## config.mk

```make
export PLATFORM = sky130hd
export DESIGN_NAME = pidl_cell
export DESIGN_NICKNAME = d
export VERILOG_FILES = /design/src/design/pidl_pkg.sv /design/src/design/pidl_cell.sv
export SDC_FILE = /design/constraint.sdc
export NUM_CORES = 1
export LEC_CHECK = 0
export ABC_AREA = 1
export BUFFER_PORTS_ARGS = -buffer_cell sky130_fd_sc_hd__buf_2
export CAP_MARGIN = 25
export CORE_MARGIN = 4
export CORE_UTILIZATION = 44
export DETAILED_ROUTE_END_ITERATION = 6
export PLACE_DENSITY = 0.87
export REMOVE_ABC_BUFFERS = 1
export SLEW_MARGIN = 20
export SYNTH_ARGS = -nofsm -noshare
export SYNTH_HDL_FRONTEND = slang
export SYNTH_SLANG_ARGS = --single-unit
```

## constraint.sdc

```tcl
create_clock -name clk_i -period 7 [get_ports clk_i]
set_clock_uncertainty 0.15 [all_clocks]
set_input_delay 1.4 -clock clk_i [delete_from_list [all_inputs] [get_ports clk_i]]
set_output_delay 1.4 -clock clk_i [all_outputs]
set_load 0.02 [all_outputs]
```

## src/design/pidl_pkg.sv

```systemverilog
// shared widths, codes and types of the positional insert/delete list
package pidl_pkg;

  // default list capacity
  localparam int unsigned CAPACITY_DEF = 1024;

  // fixed field widths
  localparam int unsigned CMD_W   = 2;
  localparam int unsigned POS_W   = 11;
  localparam int unsigned VALUE_W = 32;
  localparam int unsigned STAT_W  = 2;
  localparam int unsigned COUNT_W = 11;

  // command codes
  typedef logic [CMD_W-1:0] cmd_t;
  localparam cmd_t CMD_INSERT = 2'd0;
  localparam cmd_t CMD_DELETE = 2'd1;
  localparam cmd_t CMD_GET    = 2'd2;

  // result status codes
  typedef enum logic [STAT_W-1:0] {
    ST_OK    = 2'd0,
    ST_RANGE = 2'd1,
    ST_FULL  = 2'd2
  } status_e;

  // shift control broadcast to every cell
  typedef struct packed {
    logic ins;
    logic del;
  } shift_ctrl_t;

endpackage

```

## src/design/pidl_cell.sv

```systemverilog
// one list entry cell: shifts with its neighbors and offers its value for reads
module pidl_cell
  import pidl_pkg::*;
#(
  parameter int unsigned IDX_W = 10,
  parameter int unsigned INDEX = 0
) (
  input  logic               clk_i,
  input  shift_ctrl_t        ctrl_i,
  input  logic [IDX_W-1:0]   at_i,
  input  logic [IDX_W-1:0]   rd_at_i,
  input  logic [VALUE_W-1:0] left_i,
  input  logic [VALUE_W-1:0] right_i,
  input  logic [VALUE_W-1:0] new_value_i,
  output logic [VALUE_W-1:0] value_o,
  output logic [VALUE_W-1:0] rd_o
);

  localparam logic [IDX_W-1:0] MY_IDX = IDX_W'(INDEX);

  logic [VALUE_W-1:0] value_q, value_d;

  // next value: hold, take from left or right neighbor, or the new item value
  always_comb begin
    value_d = value_q;
    if (ctrl_i.ins) begin
      if (MY_IDX == at_i) begin
        value_d = new_value_i;
      end else if (MY_IDX > at_i) begin
        value_d = left_i;
      end
    end else if (ctrl_i.del) begin
      if (MY_IDX >= at_i) begin
        value_d = right_i;
      end
    end
  end

  // entry storage
  always_ff @(posedge clk_i) begin
    value_q <= value_d;
  end

  assign value_o = value_q;

  // gated read lane, zero unless this cell is addressed
  assign rd_o = (MY_IDX == rd_at_i) ? value_q : '0;

endmodule

```

==> results of run 1 <==
[layout make-up]
class                           count  area share
Multi-Input combinational cell    209       0.321
Sequential cell                    32       0.281
Timing Repair Buffer              185       0.275
Inverter                           67      0.0736
Tap cell                           70      0.0256
Clock buffer                        7      0.0223
Clock inverter                      1     0.00110
[critical path, cell delays in order]
cell and delay [ns]:
buf_2 0.10, nor4_1 0.34, nand2_2 0.43, nor2_1 0.21
buf_2 0.19
[layout by cell type, fill, tap and decap left out]
cell and count:
clkinv_1 1, buf_8 1, inv_1 66, clkbuf_1 2, nand2_1 66, nor3_1 1, nor2_1 37, edfxtp_1 32
nand3_2 1, buf_4 2, nand2_2 2, nor4_1 1, nand3_1 64, nor2_4 1, o21bai_2 20, buf_2 182
inv_2 1, clkbuf_8 5, nor2_2 3, nor3_2 1, o21bai_1 12
[Yosys cell counts, drive strengths merged]
| cell type | n |
|---|---|
| edfxtp | 32 |
| nor4 | 1 |
| clkbuf | 4 |
| buf | 18 |
| o21bai | 32 |
| nor3 | 2 |
| nand3 | 65 |
| nand2 | 68 |
| inv | 67 |
| nor2 | 41 |
[metal layers]
layer / part of all wire / vias to the layer above / global-route usage / routed length [um]
li1: - / 1373 / - / -
met5: 0 / - / 0 / 0
met4: 0.011 / 0 / 0.0768 / 81
met1: 0.37 / 1203 / 0.212 / 2790
met3: 0.088 / 10 / 0.0412 / 667
met2: 0.53 / 128 / 0.415 / 4030
[kinds of logic (layout without fill, tap and decap cells)]
kind of cell           Yosys count  after routing  synth area share
and+or+nand+nor                177            177             0.317
buffers and inverters           89            260             0.161
AOI/OAI and AO/OA               32             32             0.129
DFF                             32             32             0.393
[through the flow]
stage	utilization	power, mW	worst slack, ns	instances
floorplan	-	0.251	1.94	308
global placement	0.632	0.290	2.58	561
detailed placement	0.632	0.292	2.47	561
CTS	0.648	0.425	2.47	569
global route	0.652	0.446	2.60	571
finish	0.652	0.421	2.77	571
[worst min path at each step]
stage	from	end	slack, ns	depth (start not counted)
6_report	right_i[25]	value_o[25]$_DFFE_PP_	1.24	3
5_1_grt	right_i[13]	value_o[13]$_DFFE_PP_	1.24	3
4_1_cts	right_i[25]	value_o[25]$_DFFE_PP_	1.23	3
3_5_place_dp	right_i[25]	value_o[25]$_DFFE_PP_	1.52	3
3_3_place_gp	right_i[24]	value_o[24]$_DFFE_PP_	1.52	3
2_1_floorplan	right_i[0]	value_o[0]$_DFFE_PP_	1.44	2
[power by group]
part           switching (mW)  internal (mW)  leakage, nW  total [mW]
Clock                  0.0637         0.0692       0.0399       0.133
Sequential          0.0000866          0.212        0.278       0.212
Combinational          0.0350         0.0412         1.64      0.0762
==> impl_results.md, run 1 <==
* Outcome: completed
* Post-layout nets at between 600 and 700
* Share of cells above drive strength 1 at 0.437
* Critical path peak fanout at 32
* WS Path Type: input pin to primary output
* Die Y at slightly above 80 um
* Power Density at 123 nW/um^2
* GP Congestion at approximately 0.8
* Mapped Cells at 330
* Design Area, Final at roughly 3400 um^2
* RSZ-0062 raised after global routing: no
* Postcts setup bufs at 0
* First-pass GRT wire length at 10.9 mm
* Register area at ~960 um^2
* Synthesized area at roughly 2400 um^2
* Core area at approximately 5200 um^2
* Setup violations, final at 0
* Starting Density at 0.466
* Die width at ~83 um
* Post-CTS Hold Buffers at 0
* WP data arrival at ~2.7 ns
* Total CTS buffers at 5
* Area Growth Syn to Fin at 39.9%
* Routed vias at approximately 2.7k
* 1st-iter DRT viols at 150
* Die area at a little under 7000 um^2
* Dpl cell area at roughly 3300 um^2
* Worst endpoint required time at about 5.5 ns
* Max_cap viols at 0
* # DRC at 0
* Clock net sink count at 32
* Post-synth top area cell: edfxtp_1
* Tmin final at roughly 4.2 ns
* Final Max Slew Viols at 0
* Critical Path Sink Type: primary output
* Antenna Nets Post-Route at 0
* Filler Cell Count at 464
* Max VDD drop at 0.0779 mV
* Leakage at 1.96 nW
* HPWL after DPL at roughly 5.4 mm
* Slew HR at 0.369
* Hold_ws at ~1.2 ns
* Seq/Total Area, Yosys at 0.393
* Vias in the first global route at 2533
* Slew @ Worst Pin at approximately 0.95 ns
* I/O pins at about 180
* CTS tree: yes
* Worst-path clk slew at 0.07 ns
* Setup tns final at 0 ns
* CP Launch Type: input pin
* Avg Inst Size Synth at 7.40 um^2
* Setup crit end: rd_o[14]
* Number of diodes at 0
* Area occupied by multi-input gates at between 1000 and 1500 um^2
* HP Class: input pin to flop
* Routed WL at between 7 and 8 mm
* Post-synth cell types at 18
* Max reg flops at 32
* Total grt overflow at 0
* GRT Util Overall at 0.209
* Largest net degree at the start of global routing at 35
* Routed len/inst at roughly 13 um
* Final hold vios at 0
* TritonRoute pass-1 iters at 4
* Rows at 26
* CTS HTree Levels at 2
* Yosys warns at 0
* I/O Buffers at 182
* Via density per instance at approximately 4.8
* Register bit count reported by yosys at 32
* Crit path from: rd_at_i[7]
* Initial antenna violation count at 0
* Max Freq at ~0.24 GHz
* PostCTS Resize Cnt at 0
* Share of the synthesized area in the top cell type at 0.393
* Area contributors post-synth: edfxtp_1 39%, nand3_1 13%, nand2_1 10%, inv_1 10%, o21bai_2 9.2%
* Clock Root Buffer: clkbuf_8
* Clock buffer depth at 2
* Period utilization at 0.604
No activity file was read; power rests on OpenSTA's default activity.
==> inputs of run 2 (changes only) <==
--- a/config.mk
+++ b/config.mk
@@ -5,13 +5,13 @@
 export SDC_FILE = /design/constraint.sdc
 export NUM_CORES = 1
 export LEC_CHECK = 0
-export ABC_AREA = 1
+export ABC_AREA = 0
 export BUFFER_PORTS_ARGS = -buffer_cell sky130_fd_sc_hd__buf_2
 export CAP_MARGIN = 25
 export CORE_MARGIN = 4
-export CORE_UTILIZATION = 44
+export CORE_UTILIZATION = 35
 export DETAILED_ROUTE_END_ITERATION = 6
-export PLACE_DENSITY = 0.87
+export PLACE_DENSITY = 0.77
 export REMOVE_ABC_BUFFERS = 1
 export SLEW_MARGIN = 20
 export SYNTH_ARGS = -nofsm -noshare
==> constraint.sdc (replaced) <==
create_clock -name clk_i -period 3.5 [get_ports clk_i]
set_clock_uncertainty 0.15 [all_clocks]
set_input_delay 0.7 -clock clk_i [delete_from_list [all_inputs] [get_ports clk_i]]
set_output_delay 0.7 -clock clk_i [all_outputs]
set_load 0.02 [all_outputs]
==> run 2 against run 1 <==
Effect of this change: combinational power rose by 100%; critical path depth is 1 higher; via count fell by 4.8%; largest cell class unchanged; clock power up 98%.
==> impl_results.md, run 2 <==
* 1st-iter DRT viols at 98
* TritonRoute pass-1 iters at 4
* Post-synth top area cell: edfxtp_1
* GRT Util Overall at 0.190
* Worst endpoint required time at ~2.7 ns
* RSZ-0062 raised after global routing: no
* Die area at between 7000 and 8000 um^2
* P_int at 0.638 mW
* Max VDD drop at 0.125 mV
* Leakage at around 1.4 nW
* Die width at between 80 and 90 um
* Max reg flops at 32
* Routed vias at 2584
* Filler Cell Count at just under 600
* P_sw at 0.205 mW
* Initial antenna violation count at 0
* Post-CTS Hold Buffers at 0
* Critical Path Sink Type: primary output
* Outcome: completed
* Die Y at 87.4 um
* Reg power frac at 0.504
* Ys async rst share at 0
* Total grt overflow at 0
* CP Launch Type: input pin
* Postcts setup bufs at 0
* Worst-path clk slew at ~0.070 ns
* Final hold vios at 0
* Register bit count reported by yosys at 32
* Final Max Slew Viols at 0
* Most frequent cells in the layout: 182 x buf_2, 33 x nor2_1, 32 x nand4_1, 32 x a31oi_1, 32 x edfxtp_1
* Power Density at about 260 nW/um^2
* Setup tns final at 0 ns
* I/O pins at between 150 and 200
* Clock Root Buffer: clkbuf_8
* WP buf/inv at 3
* Yosys warns at 0
* HPWL after DPL at a little under 6 mm
* Share of cells above drive strength 1 at 0.552
* First-pass GRT wire length at around 11 mm
* Slew @ Worst Pin at a little under 1 ns
* Routed WL at slightly below 8 mm
* Largest delay share family, worst path: simple AND/OR/NAND/NOR gates
* Dpl cell area at about 3200 um^2
* Clock buffer depth at 2
* Critical path, cell by cell: buf_2 > or4_4 > nor4_4 > buf_4 > and2_2 > buf_2
* Tmin final at slightly above 3 ns
* Clock power frac at 0.312
* Leading cell type in the layout, fill and taps excluded: buf_2
* HP Class: input pin to flop
* Slew HR at 0.343
* Antenna Nets Post-Route at 0
* Switch share at 0.243
* Seq/Total Area, Yosys at 0.435
* Hold path cells at 3
* WS Path Type: input pin to primary output
* List of most frequent post-synthesis cells: 34 x nor2_1, 32 x a31oi_1, 32 x edfxtp_1, 32 x nand4_1, 27 x o31ai_1
* CTS tree: yes
* Max Freq at around 0.33 GHz
* Synthesized area at between 2000 and 2500 um^2
* Avg Inst Size Synth at roughly 9.4 um^2
* Post-layout nets at around 520
* Max_cap viols at 0
* I/O Buffers at roughly 180
* Routed len/inst at between 15 and 20 um
* GP Congestion at ~0.80
* Rows at 28
* WP data arrival at between 2 and 2.5 ns
* CTS HTree Levels at 2
* Number of diodes at 0
* Crit-path slowest cell: or4_4
* Share of the synthesized area in the top cell type at 0.435
* Number of synthesized flops with an enable pin at 32
* PostCTS Resize Cnt at 0
* Count leader, synth: nor2_1
* Design Area, Final at approximately 3200 um^2
* Clock net sink count at 32
* Setup violations, final at 0
* Comb power frac at 0.184
* Post-synth cell types at 17
* Worst path max stage delay at ~0.54 ns
* Most frequent CP cell: buf_2
* Critical path peak fanout at 32
* Design Power at roughly 0.84 mW
* Via density per instance at 5.39
* Largest net degree at the start of global routing at 35
* Core area at around 6000 um^2
* # DRC at 0
* Area contributors post-synth: edfxtp_1 44%, o31ai_1 9.2%, a31oi_1 9.1%, nand4_1 9.1%, nor2_1 5.8%
* Mapped Cells at between 200 and 250
* Vias in the first global route at 2455
* Total CTS buffers at 5
* Area Growth Syn to Fin at 46.8%
* Starting Density at 0.366
* Synth Flop Type: edfxtp_1
* WP depth at 6
* Period utilization at 0.873
==> run 2: power groups by stage <==
| stage | combinational (mW) | clock, mW | sequential [mW] |
|---|---|---|---|
| global route | 0.171 | 0.291 | 0.425 |
| global placement | 0.150 | 0 | 0.433 |
| finish | 0.155 | 0.263 | 0.425 |
| CTS | 0.154 | 0.272 | 0.425 |
| detailed placement | 0.154 | 0 | 0.433 |
| floorplan | 0.0540 | 0 | 0.434 |
==> run 2: layout make-up <==
| cell class | instances | area [um^2] | share of cell area |
|---|---|---|---|
| well taps | 75 | 93.8 | 0.0290 |
| flip-flops and latches | 32 | 961 | 0.297 |
| clock buffers | 7 | 76.3 | 0.0236 |
| multi-input cells | 171 | 1110 | 0.343 |
| repair buffers | 193 | 993 | 0.307 |
| clock inverters | 1 | 3.75 | 0.00116 |
==> run 2: final timing paths <==
path | endpoint | slack [ns] | from
max | rd_o[13] | 0.45 | rd_at_i[5]
min | value_o[25]$_DFFE_PP_ | 0.61 | right_i[25]
==> run 2: routing by layer <==
metal / part of all wire / global-route usage / vias to the layer above
met5: 0 / 0 / -
met4: 0.011 / 0.0544 / 0
met3: 0.091 / 0.0445 / 6
met2: 0.53 / 0.355 / 121
met1: 0.37 / 0.213 / 1203
li1: - / - / 1254
==> run 2: logic make-up (layout without fill, tap and decap cells) <==
family | count (synthesis) | in the layout | synth area share
AOI/OAI and AO/OA | 64 | 64 | 0.211
buffers and inverters | 31 | 201 | 0.0709
DFF | 32 | 32 | 0.435
and+or+nand+nor | 107 | 107 | 0.283
==> run 2: stage by stage <==
step | setup slack, ns | hold slack (ns) | std cells | utilization
floorplan | -2.07 | 0.764 | 203 | -
global placement | 0.462 | 0.893 | 471 | 0.524
finish | 0.445 | 0.615 | 479 | 0.538
detailed placement | 0.440 | 0.899 | 471 | 0.524
global route | 0.339 | 0.605 | 479 | 0.538
CTS | 0.433 | 0.603 | 479 | 0.538
==> inputs of run 3 (changes only) <==
--- a/config.mk
+++ b/config.mk
@@ -11,6 +11,7 @@
 export CORE_MARGIN = 4
 export CORE_UTILIZATION = 35
 export DETAILED_ROUTE_END_ITERATION = 6
+export GPL_TIMING_DRIVEN = 0
 export PLACE_DENSITY = 0.77
 export REMOVE_ABC_BUFFERS = 1
 export SLEW_MARGIN = 20
==> run 3 against run 2 <==
Effect of this change: non-clock buffer count up 4; die area unchanged; critical path depth unchanged; final cell count up 0.84%; count of clock-buffer cells in the layout down 2; power up 1.5%; flip-flop and latch count unchanged; critical endpoint is now rd_o[27]; largest power group unchanged.
==> impl_results.md, run 3 (synthesis gave the netlist of run 2 again) <==
* Starting Density at 0.366
* Total CTS buffers at 5
* Number of diodes at 0
* Worst path max stage delay at 0.58 ns
* HP Class: input pin to flop
* RSZ-0062 raised after global routing: no
* Outcome: completed
* Initial antenna violation count at 0
* Clock net sink count at 32
* Clock buffer depth at 2
* HPWL after DPL at approximately 6.0 mm
* Most frequent cells in the layout: 192 x buf_2, 33 x nor2_1, 32 x nand4_1, 32 x a31oi_1, 32 x edfxtp_1
* WS Path Type: input pin to primary output
* Total grt overflow at 0
* Rows at 28
* Crit-path slowest cell: nor4_4
* Setup violations, final at 0
* Area Growth Syn to Fin at 48.9%
* Utilization after layout at 0.545
* I/O Buffers at 182
* Filler Cell Count at about 580
* GP Congestion at ~0.80
* Final Max Slew Viols at 0
* CTS tree: yes
* Die area at about 7600 um^2
* Routed WL at approximately 8.0 mm
* TritonRoute pass-1 iters at 4
* WP data arrival at 2.49 ns
* Area occupied by multi-input gates at between 1000 and 1500 um^2
* Power Density at roughly 260 nW/um^2
* I/O pins at between 150 and 200
* Leakage at 1.49 nW
* Via density per instance at approximately 5.5
* Routed vias at approximately 2.6k
* Worst endpoint required time at between 2 and 3 ns
* Slew @ Worst Pin at about 0.8 ns
* Critical path peak fanout at 17
* Post-layout nets at 526
* Slew HR at 0.460
* First-pass GRT wire length at 11.7 mm
* Max reg flops at 32
* Clock Root Buffer: clkbuf_8
* CP Launch Type: input pin
* Share of cells above drive strength 1 at 0.566
* Design Power at roughly 0.86 mW
* Final hold vios at 0
* Antenna Nets Post-Route at 0
* Routed len/inst at roughly 17 um
* Post-CTS Hold Buffers at 0
* Setup slack at placement at -0.198 ns
* Register area at 961 um^2
* Max_cap viols at 0
* Critical Path Sink Type: primary output
* GRT Util Overall at 0.196
* Die width at 87.4 um
* Tmin final at 3.34 ns
* CTS HTree Levels at 2
* Max Freq at roughly 0.30 GHz
* Worst-path clk slew at ~0.07 ns
* Die Y at between 80 and 90 um
* Core area at approximately 6000 um^2
* Vias in the first global route at approximately 2.5k
* Period utilization at 0.955
* 1st-iter DRT viols at 106
* Largest net degree at the start of global routing at 66
* # DRC at 0
* Worst setup margin at about 0.16 ns
* Max VDD drop at 0.138 mV
* Leading cell type in the layout, fill and taps excluded: buf_2
* Critical path, cell by cell: buf_2 > or4_4 > nor4_4 > buf_6 > and2_2 > buf_2
* Most frequent CP cell: buf_2
## run 3: cell count changes in the layout (fill, tap and decap cells not counted)
cell	delta
nor4_2	-1
or4_2	+2
buf_2	+10
buf_4	-8
clkbuf_1	-2
buf_16	+1
clkinv_2	+2
nor4_4	+1
nor2_2	-1
or4_1	-2
buf_6	+1
nor2_4	+1
## run 3: area by class of cell
cell class,instances,share of cell area
Timing Repair Buffer,197,0.311
Tap cell,75,0.0285
Clock buffer,5,0.0209
Multi-Input combinational cell,171,0.343
Sequential cell,32,0.292
Clock inverter,3,0.00419
## run 3: worst paths after layout
check,startpoint,to,slack [ns],cells after the start
min,right_i[1],value_o[1]$_DFFE_PP_,0.61,3
max,rd_at_i[5],rd_o[27],0.16,6
## run 3: power breakdown
group / switching [mW] / total (mW) / leakage [nW] / internal [mW]
sequential: 0.000154 / 0.425 / 0.298 / 0.425
clock: 0.137 / 0.272 / 0.0453 / 0.135
combinational: 0.0819 / 0.158 / 1.15 / 0.0761
total: 0.219 / 0.855 / 1.49 / 0.636
## run 3: timing repair
action | 4_1_cts | 5_1_grt
gates resized for setup | 0 | 1
buffers inserted | 0 | 0
setup endpoints to repair | 0 | 6
## run 3: layer usage
metal	wire (um)	global-route usage
met5	0	0
met1	2920	0.216
met2	4160	0.362
met3	798	0.0435
met4	114	0.0711
## run 3: critical path, delay by kind of cell
kind / cells / cell delay, ns
simple gates: 3 / 1.28
buf+inv: 3 / 0.51
## run 3: metrics by stage
| stage | area (um^2) | hold WS [ns] | TNS (ns) | instances |
|---|---|---|---|---|
| detailed placement | 3170 | 0.907 | -1.48 | 474 |
| global route | 3290 | 0.610 | 0 | 483 |
| finish | 3290 | 0.608 | 0 | 483 |
| CTS | 3250 | 0.610 | 0 | 482 |
| floorplan | 2050 | 0.764 | -74.59 | 203 |
| global placement | 3060 | 0.897 | -184.19 | 460 |
